## config.mk

```make
export PLATFORM = sky130hd
export DESIGN_NAME = psrf_ram
export DESIGN_NICKNAME = d
export VERILOG_FILES = /design/src/rtl/core/psrf_ram.sv
export SDC_FILE = /design/constraint.sdc
export NUM_CORES = 1
export LEC_CHECK = 0
export BUFFER_PORTS_ARGS = -buffer_cell sky130_fd_sc_hd__buf_4
export CELL_PAD_IN_SITES_DETAIL_PLACEMENT = 1
export CELL_PAD_IN_SITES_GLOBAL_PLACEMENT = 1
export CORE_MARGIN = 8
export CORE_UTILIZATION = 51
export DETAILED_ROUTE_END_ITERATION = 8
export MAX_ROUTING_LAYER = met4
export PLACE_DENSITY_LB_ADDON = 0.1
export SLEW_MARGIN = 30
export SYNTH_ARGS = -nofsm -noshare
export SYNTH_HDL_FRONTEND = slang
export SYNTH_SLANG_ARGS = --single-unit
```

## constraint.sdc

```tcl
create_clock -name clock -period 2.6 [get_ports clock]
set_input_delay 0.26 -clock clock [delete_from_list [all_inputs] [get_ports clock]]
set_output_delay 0.26 -clock clock [all_outputs]
set_load 0.05 [all_outputs]
```

## src/rtl/core/psrf_ram.sv

```systemverilog
// ----------------------------------------------------------------------------
// psrf_ram
// Generic single write port, single read port RAM with registered read.
// ----------------------------------------------------------------------------
module psrf_ram #(
   parameter int WIDTH = 8,
   parameter int DEPTH = 16,
   parameter int AW    = (DEPTH > 1) ? $clog2(DEPTH) : 1
) (
   input  logic             clock,
   input  logic             wr_en,
   input  logic [AW-1:0]    wr_addr,
   input  logic [WIDTH-1:0] wr_data,
   input  logic             rd_en,
   input  logic [AW-1:0]    rd_addr,
   output logic [WIDTH-1:0] rd_data
);

   logic [WIDTH-1:0] mem_ff [DEPTH];
   logic [WIDTH-1:0] rd_data_ff;

   always_ff @(posedge clock) begin
      if (wr_en) begin
         mem_ff[wr_addr] <= wr_data;
      end
      if (rd_en) begin
         rd_data_ff <= mem_ff[rd_addr];
      end
   end

   assign rd_data = rd_data_ff;

endmodule

```

==> key figures, run 1 <==
Clock network
  – Worst skew pair latency: 520 ps
  – CTS tree: built
  – Post_cts resized: 0
  – Hold-fix buffer count after cts: 0
  – Clock sink count: 136
  – H-tree levels: 4
  – Root buf cell: clkbuf_8
  – Clock transition at path regs: 60 ps
  – CTS buffer count: 17
  – Setup bufs post-CTS: 0
  – CTS Buffer Depth: 2

Die
  – Core ar.: 10,100 um^2
  – Die Ht: 117 um
  – Initial Util: 0.516
  – Die area: 13,700 um^2
  – # rows: 37
  – # IOs: 27
  – Die Width: 117 um

Final layout
  – Design area: 6200 um^2
  – Area growth from synthesis to layout: 18.5%
  – Post-Layout Cell Count: 428
  – Layout Nets: 299
  – Final Util: 0.611
  – Fillers: 819
  – Layout cells sized above 1: 0.295
  – Ant. Diodes: 0

Worst setup path
  – Slowest cell on the critical path: mux4_1
  – Stages on worst setup path: 3
  – R2R depth: 3
  – Critical path launch point type: flop
  – CP max stage delay: 530 ps
  – Worst path required time: 2860 ps
  – CP cell instances: mux4_1 > a22oi_1 > nand2_1
  – Crit-path max FO: 1
  – Delay-heaviest family, CP: multiplexers
  – Kind of critical path: reg2reg
  – Worst path bufs/invs: 0
  – Crit path DAT: 1740 ps
  – Worst Setup End Kind: flop

Global routing
  – GRT Residual Overflow: 0
  – GRT Util Overall: 0.188
  – First-pass GRT wire length: 16,900 um
  – Initial antenna violation count: 0
  – Largest net degree at the start of global routing: 33
  – Vias in the first global route: 2,697

Routing
  – Final wirelength: 11,300 um
  – Post-DR wirelength/cell: 26.3 um
  – Antenna viol nets, final: 0
  – 1st-iter DRT viols: 181
  – Pre-antenna DRT Iters: 4
  – Routed via count: 2,490
  – Via density: 5.82
  – DRC Markers: 0

Timing
  – Sum Neg Setup Slack: 0 ps
  – Final period util: 0.570
  – RSZ-0062 raised after global routing: false
  – Fmax: 675 MHz
  – Setup violators final: 0
  – Final min period: 1480 ps
  – Slew HR: 0.463
  – Max-slew violations: 0
  – Worst Tran Pin Value: 803 ps
  – Final setup skew: 3.90 ps
  – WHS: 46.1 ps
  – Hold Violations, Final: 0
  – Final worst setup slack: 1120 ps

Synth
  – Post-synthesis cell type count: 18
  – Post-Syn Instances: 229
  – Mean Syn Cell Area: 22.8 um^2
  – Net Count, Synth: 248
  – Synthesized flop and latch total: 136
  – FFs w/ async S/R, synth: 0
  – Ys flop type: edfxtp_1
  – Yosys warnings: 0
  – Syn Std Cell Area: 5230 um^2
  – Seq/Total Area, Yosys: 0.781
  – EDFF count, synth: 136

Pwr
  – Sw power: 1.00 mW
  – Worst vdd ir: 428 uV
  – Cell Pwr Density: 810 nW/um^2
  – Clock power frac: 0.450
  – Switching Fraction: 0.199
  – Comb pwr share: 0.055
  – Cell internal pwr: 4.02 mW
  – P_leak: 2.09 nW
  – Sequential power share: 0.496
  – Final Power: 5.02 mW

Worst hold path
  – Hold Path Class: in2reg
  – Min-Delay Path Depth: 1

Placement
  – Dpl hpwl: 7150 um
  – Final GP Congestion: 0.762
  – Worst slack, placed: 637 ps
  – Dpl cell area: 5640 um^2
  – PortBufs: 26
  – Inst Count DP: 397

Run status
  – Status: finished, final reports clean

Job
  – Maxcap violations: 0
==> cells in the mapped netlist, types with 2 or more instances <==
| library cell | count | area, um^2 |
|---|---|---|
| mux4_2 | 18 | 405 |
| buf_6 | 3 | 33.8 |
| buf_2 | 3 | 15.0 |
| mux4_1 | 14 | 368 |
| clkdlybuf4s25_2 | 3 | 30.0 |
| nand3b_1 | 2 | 15.0 |
| edfxtp_1 | 136 | 4080 |
| a22oi_1 | 16 | 120 |
| nor2_1 | 13 | 48.8 |
| nor3_1 | 4 | 20.0 |
| nand2_1 | 9 | 33.8 |
| nand2b_1 | 2 | 12.5 |
==> final cells by class <==
class                   count  area, um^2  area share
multi-input cells          83        1060       0.171
clock buffers              20         425      0.0687
flip-flops and latches    136        4080       0.659
clock inverters            11         131      0.0212
well taps                 136         170      0.0275
repair buffers             42         328      0.0529
==> layer usage <==
metal | share of wire | vias to the layer above | wire length [um] | GRT usage
met5 | 0 | - | 0 | -
met4 | 0.015 | 0 | 167 | 0.0691
met3 | 0.051 | 16 | 578 | 0.0493
met2 | 0.48 | 84 | 5410 | 0.274
met1 | 0.45 | 1310 | 5110 | 0.251
li1 | - | 1080 | - | -
==> cell families after synthesis <==
| family | synth area share |
|---|---|
| muxes | 0.148 |
| DFF | 0.781 |
| AOI/OAI and AO/OA | 0.0230 |
| and+or+nand+nor | 0.0314 |
| buffers and inverters | 0.0165 |
==> flip-flops by register name, summed over array words and instances, names as in the netlist <==
name     cells
mem_ff     128
rd_data      8
==> power by group through the flow <==
| stage | Combinational (mW) | Clock [mW] | Sequential, mW |
|---|---|---|---|
| 2_1_floorplan | 0.125 | 0 | 2.56 |
| 3_3_place_gp | 0.271 | 0 | 2.53 |
| 3_5_place_dp | 0.276 | 0 | 2.53 |
| 4_1_cts | 0.278 | 2.29 | 2.49 |
| 5_1_grt | 0.293 | 2.38 | 2.49 |
| 6_report | 0.274 | 2.26 | 2.49 |
==> worst paths after layout <==
| path | from | endpoint | slack (ps) |
|---|---|---|---|
| min | rd_en | rd_data[1] | 50 |
| max reg2reg | mem_ff[9][5] | rd_data[5] | 1120 |
| min reg2reg | mem_ff[15][1] | rd_data[1] | 750 |
| max | mem_ff[9][5] | rd_data[5] | 1120 |
==> layout by cell type, fill, tap and decap left out, drive strengths merged <==
master / instances
nor2b: 1
mux4: 32
buf: 42
nor2: 13
or3b: 1
edfxtp: 136
a22oi: 16
clkinvlp: 2
clkinv: 6
nand2b: 2
nand2: 9
bufinv: 3
and2b: 1
and2: 1
clkbuf: 20
nor3: 4
nand3: 1
nand3b: 2
Note: power is estimated with default switching activity, not from simulation.
==> run 2: changes to the inputs <==
==> constraint.sdc (replaced) <==
create_clock -name clock -period 1.4 [get_ports clock]
set_input_delay 0.14 -clock clock [delete_from_list [all_inputs] [get_ports clock]]
set_output_delay 0.14 -clock clock [all_outputs]
set_load 0.05 [all_outputs]
==> run 2 against run 1 <==
The flow now finishes with violations (negative setup slack). Sequential share of layout area decreased by 2.8 points. Maximum frequency increased by 2.8%. Sequential power increased by 86%. Critical endpoint is now rd_data[4]. Total power increased by 97%. Routed wire length decreased by 0.89%. Sequential cell count unchanged. Final cell count increased by 4.7%. Non-clock buffer count increased by 19. First-iteration DRC count increased by 1.7%. Setup slack got worse by 1200 ps.
==> key figures, run 2 (synthesis gave the netlist of run 1 again) <==
Final layout
  – Design area: 6470 um^2
  – Commonest cells after routing, fill and taps aside: edfxtp_1 (136), buf_4 (49), mux4_2 (30), clkbuf_16 (16), nor2_1 (13)
  – Ant. Diodes: 0
  – Fillers: 834
  – Biggest register: mem_ff
  – Max reg flops: 128
  – Most common library cell in the layout ignoring fill and taps: edfxtp_1
  – Post-Layout Cell Count: 448
  – FF+latch area: 4080 um^2
  – Layout cells sized above 1: 0.401
  – Area of the multi-input gates: 1080 um^2
  – Layout Nets: 318
  – Final Util: 0.638
  – Area growth from synthesis to layout: 23.8%

Timing
  – Final period util: 1.03
  – Worst Tran Pin Value: 931 ps
  – Setup violators final: 3
  – Hold Violations, Final: 0
  – RSZ-0062 raised after global routing: true
  – Fmax: 693 MHz
  – Final setup skew: 5.78 ps
  – Slew HR: 0.377
  – Final worst setup slack: -42.2 ps
  – Final min period: 1440 ps
  – Max-slew violations: 0
  – WHS: 160 ps
  – Sum Neg Setup Slack: -80.7 ps

Clock network
  – CTS tree: built
  – Clock sink count: 136
  – CTS Buffer Depth: 2
  – CTS buffer count: 17
  – H-tree levels: 4
  – Root buf cell: clkbuf_8
  – Clock transition at path regs: 60 ps
  – Worst skew pair latency: 530 ps

Placement
  – Final GP Congestion: 0.732
  – Dpl hpwl: 7200 um
  – Worst slack, placed: -301 ps
  – PortBufs: 26
  – Dpl cell area: 5740 um^2
  – Inst Count DP: 407

Routing
  – Pre-antenna DRT Iters: 4
  – DRC Markers: 0
  – Via density: 5.55
  – Routed via count: 2,487
  – Antenna viol nets, final: 0
  – Final wirelength: 11,200 um
  – 1st-iter DRT viols: 184
  – Post-DR wirelength/cell: 24.9 um

Die
  – Core ar.: 10,100 um^2
  – Die area: 13,700 um^2
  – Die Width: 117 um
  – Die Ht: 117 um
  – # rows: 37
  – # IOs: 27
  – Initial Util: 0.516

Global routing
  – Largest net degree at the start of global routing: 17
  – Initial antenna violation count: 0
  – Vias in the first global route: 2,752
  – GRT Residual Overflow: 0
  – First-pass GRT wire length: 16,800 um
  – GRT Util Overall: 0.184

Pwr
  – Worst vdd ir: 1090 uV
  – Final Power: 9.86 mW
  – P_leak: 2.17 nW
  – Cell Pwr Density: 1520 nW/um^2

Worst setup path
  – Worst Setup End Kind: flop
  – CP cell instances: mux4_2 > a22oi_2 > nand2_1
  – Crit-path max FO: 1
  – Worst path bufs/invs: 0
  – Critical path launch point type: flop
  – Kind of critical path: reg2reg
  – Worst path required time: 1670 ps
  – Delay-heaviest family, CP: multiplexers
  – CP max stage delay: 510 ps
  – Slowest cell on the critical path: mux4_2
  – Crit path DAT: 1710 ps

Run status
  – Failing checks: negative setup slack
  – Status: finished, violations left

Worst hold path
  – Hold Path Class: in2reg

Job
  – Maxcap violations: 0
==> run 2: cell types whose count changed in the layout (fill, tap and decap cells not counted), sizes merged <==
cell	delta
dlygate4sd3	+9
clkinv	+1
buf	+10
clkbuf	-2
bufinv	+2
==> run 2: worst register-to-register path: cells and delay by family, from the launching register on <==
kind	cells	cell delay, ps
AO/OA/AOI/OAI	1	230
AND/OR/NAND/NOR	1	80
multiplexers	1	510
flip-flops	1	370
==> run 2: layout make-up <==
type | count | share of cell area
Clock buffer | 18 | 0.0646
Timing Repair Buffer | 61 | 0.0800
Multi-Input combinational cell | 83 | 0.166
Clock inverter | 14 | 0.0317
Tap cell | 136 | 0.0263
Sequential cell | 136 | 0.631
==> run 2: timing repair <==
item,CTS,global route
buffers inserted,0,0
setup endpoints to repair,8,8
hold buffers,9,0
gates resized for setup,20,4
pin swaps,8,3
hold endpoints to repair,136,0
==> run 2: power by group <==
| part | total, mW | leakage [nW] | internal, mW | switching [mW] |
|---|---|---|---|---|
| combinational | 0.590 | 0.638 | 0.252 | 0.338 |
| clock | 4.65 | 0.300 | 3.05 | 1.60 |
| sequential | 4.62 | 1.24 | 4.59 | 0.0277 |
| total | 9.86 | 2.17 | 7.89 | 1.97 |
==> run 2: worst paths after layout <==
path	start	end	slack, ps	depth (start not counted)
min reg2reg	mem_ff[7][3]	rd_data[3]	760	3
max	mem_ff[2][4]	rd_data[4]	-40	3
min	wr_addr[0]	mem_ff[0][1]	160	3
max reg2reg	mem_ff[2][4]	rd_data[4]	-40	3
==> run 2: routing by layer <==
metal / vias to the layer above / share of wire / GRT usage
met4: 0 / 0.0068 / 0.0512
met2: 71 / 0.49 / 0.280
li1: 1111 / - / -
met1: 1299 / 0.46 / 0.235
met3: 6 / 0.047 / 0.0554
met5: - / 0 / -
==> run 3: changes to the inputs <==
--- a/config.mk
+++ b/config.mk
@@ -13,6 +13,7 @@
 export DETAILED_ROUTE_END_ITERATION = 8
 export MAX_ROUTING_LAYER = met4
 export PLACE_DENSITY_LB_ADDON = 0.1
+export SETUP_SLACK_MARGIN = 0.02
 export SLEW_MARGIN = 30
 export SYNTH_ARGS = -nofsm -noshare
 export SYNTH_HDL_FRONTEND = slang
==> run 3 against run 2 <==
The flow still finishes with violations (negative setup slack). Setup slack worse by 9.2 ps. Global-route usage up 0.93 points. Final cell count down 0.22%. Largest cell class unchanged. Sequential share of layout area up 0.49 points. Routed wire length up 2.4%. Critical endpoint is now rd_data[2]. Total power down 4.3%. Critical path depth unchanged. Non-clock buffer count unchanged. Clock power down 9.2%. Maximum frequency down 0.63%. Die area unchanged. Clock skew up 1.6 ps.
==> key figures, run 3 (synthesis gave the netlist of run 1 again) <==
Clock network
  – Worst skew pair latency: 520 ps
  – Clock sink count: 136
  – CTS tree: built
  – Clock transition at path regs: 60 ps
  – CTS Buffer Depth: 2
  – Root buf cell: clkbuf_8
  – CTS buffer count: 17
  – H-tree levels: 4

Final layout
  – Area of the multi-input gates: 1070 um^2
  – Post-Layout Cell Count: 447
  – Max reg flops: 128
  – Commonest cells after routing, fill and taps aside: edfxtp_1 (136), buf_4 (47), mux4_2 (27), clkbuf_16 (16), nor2_1 (13)
  – Ant. Diodes: 0
  – Most common library cell in the layout ignoring fill and taps: edfxtp_1
  – Area growth from synthesis to layout: 22.9%
  – FF+latch area: 4080 um^2
  – Layout cells sized above 1: 0.373
  – Layout Nets: 318
  – Fillers: 830
  – Biggest register: mem_ff

Timing
  – Final worst setup slack: -51.4 ps
  – RSZ-0062 raised after global routing: true
  – Max-slew violations: 0
  – Setup violators final: 6
  – Sum Neg Setup Slack: -212 ps
  – Worst Tran Pin Value: 877 ps
  – Slew HR: 0.413
  – Final period util: 1.04
  – Fmax: 689 MHz
  – Hold Violations, Final: 0
  – Final setup skew: 7.37 ps
  – Final min period: 1450 ps

Die
  – Initial Util: 0.516
  – Die Ht: 117 um
  – # IOs: 27
  – Core ar.: 10,100 um^2
  – # rows: 37
  – Die area: 13,700 um^2
  – Die Width: 117 um

Routing
  – 1st-iter DRT viols: 151
  – Pre-antenna DRT Iters: 4
  – Routed via count: 2,550
  – Post-DR wirelength/cell: 25.6 um
  – DRC Markers: 0
  – Via density: 5.70
  – Antenna viol nets, final: 0
  – Final wirelength: 11,400 um

Worst setup path
  – Slowest cell on the critical path: mux4_2
  – Delay-heaviest family, CP: multiplexers
  – Worst Setup End Kind: flop
  – Worst path required time: 1650 ps
  – Critical path launch point type: flop
  – Worst path bufs/invs: 0
  – Kind of critical path: reg2reg
  – CP cell instances: mux4_2 > a22oi_1 > nand2_1
  – Crit-path max FO: 1
  – Register-to-register setup slack: -50 ps
  – Crit path DAT: 1700 ps
  – CP max stage delay: 480 ps

Pwr
  – Cell Pwr Density: 1470 nW/um^2
  – P_leak: 2.17 nW
  – Worst vdd ir: 765 uV

Placement
  – PortBufs: 26
  – Dpl hpwl: 7560 um
  – Final GP Congestion: 0.731
  – Inst Count DP: 408

Run status
  – Failing checks: negative setup slack
  – Status: finished, violations left

Global routing
  – GRT Util Overall: 0.193
  – Initial antenna violation count: 0
  – GRT Residual Overflow: 0
  – Largest net degree at the start of global routing: 23
  – Vias in the first global route: 2,823
  – First-pass GRT wire length: 17,500 um

Worst hold path
  – Hold Path Class: in2reg

Job
  – Maxcap violations: 0
==> run 3: cell types whose count changed in the layout (fill, tap and decap cells not counted), moves of 2 or more <==
cell / change
clkbuf_1: +2
buf_4: -2
bufinv_16: -2
clkinv_2: +3
a22oi_1: +4
mux4_2: -3
buf_12: +2
a22oi_2: -4
mux4_1: +3
clkinv_4: -2
==> run 3: per-layer routing <==
layer	track usage	share of wire	vias to the layer above
li1	-	-	1115
met4	0.0589	0.010	0
met1	0.244	0.45	1361
met5	-	0	-
met3	0.0580	0.044	12
met2	0.296	0.49	62
==> run 3: metrics by stage <==
| stage | utilization | hold WS, ps | power (mW) | setup slack, ps | cell area (um^2) |
|---|---|---|---|---|---|
| floorplan | - | 239 | 5.00 | -6.15 | 5220 |
| global placement | 0.567 | 452 | 5.26 | -341 | 5750 |
| detailed placement | 0.567 | 460 | 5.28 | -335 | 5750 |
| CTS | 0.633 | 138 | 9.52 | -69.9 | 6410 |
| global route | 0.633 | 150 | 9.72 | -106 | 6420 |
| finish | 0.633 | 156 | 9.43 | -51.4 | 6420 |
==> run 3: worst register-to-register path: stages, from the launching register on <==
cell	delay, ps
edfxtp_1	380
mux4_2	480
a22oi_1	200
nand2_1	130
==> run 3: power by group <==
group	switching, mW	internal [mW]	leakage (nW)
Sequential	0.0253	4.59	1.24
Clock	1.55	2.67	0.275
Combinational	0.344	0.257	0.657
==> run 3: area by class of cell <==
| cell class | instances | area share |
|---|---|---|
| Sequential cell | 136 | 0.636 |
| Timing Repair Buffer | 61 | 0.0846 |
| Clock buffer | 20 | 0.0662 |
| Multi-Input combinational cell | 83 | 0.166 |
| Tap cell | 136 | 0.0265 |
| Clock inverter | 11 | 0.0205 |
==> run 3: final timing paths <==
check,to,from,cells past startpoint
min reg2reg,rd_data[3],mem_ff[13][3],3
max reg2reg,rd_data[2],mem_ff[10][2],3
min,mem_ff[12][4],wr_addr[1],3
max,rd_data[2],mem_ff[10][2],3
==> run 3: timing repair <==
item                                    4_1_cts  5_1_grt
resized for setup                             7        3
endpoints found under the hold margin       136        0
setup buffers                                 0        0
endpoints found under the setup margin        8        8
pin swaps                                     1        4
hold buffers                                  9        0
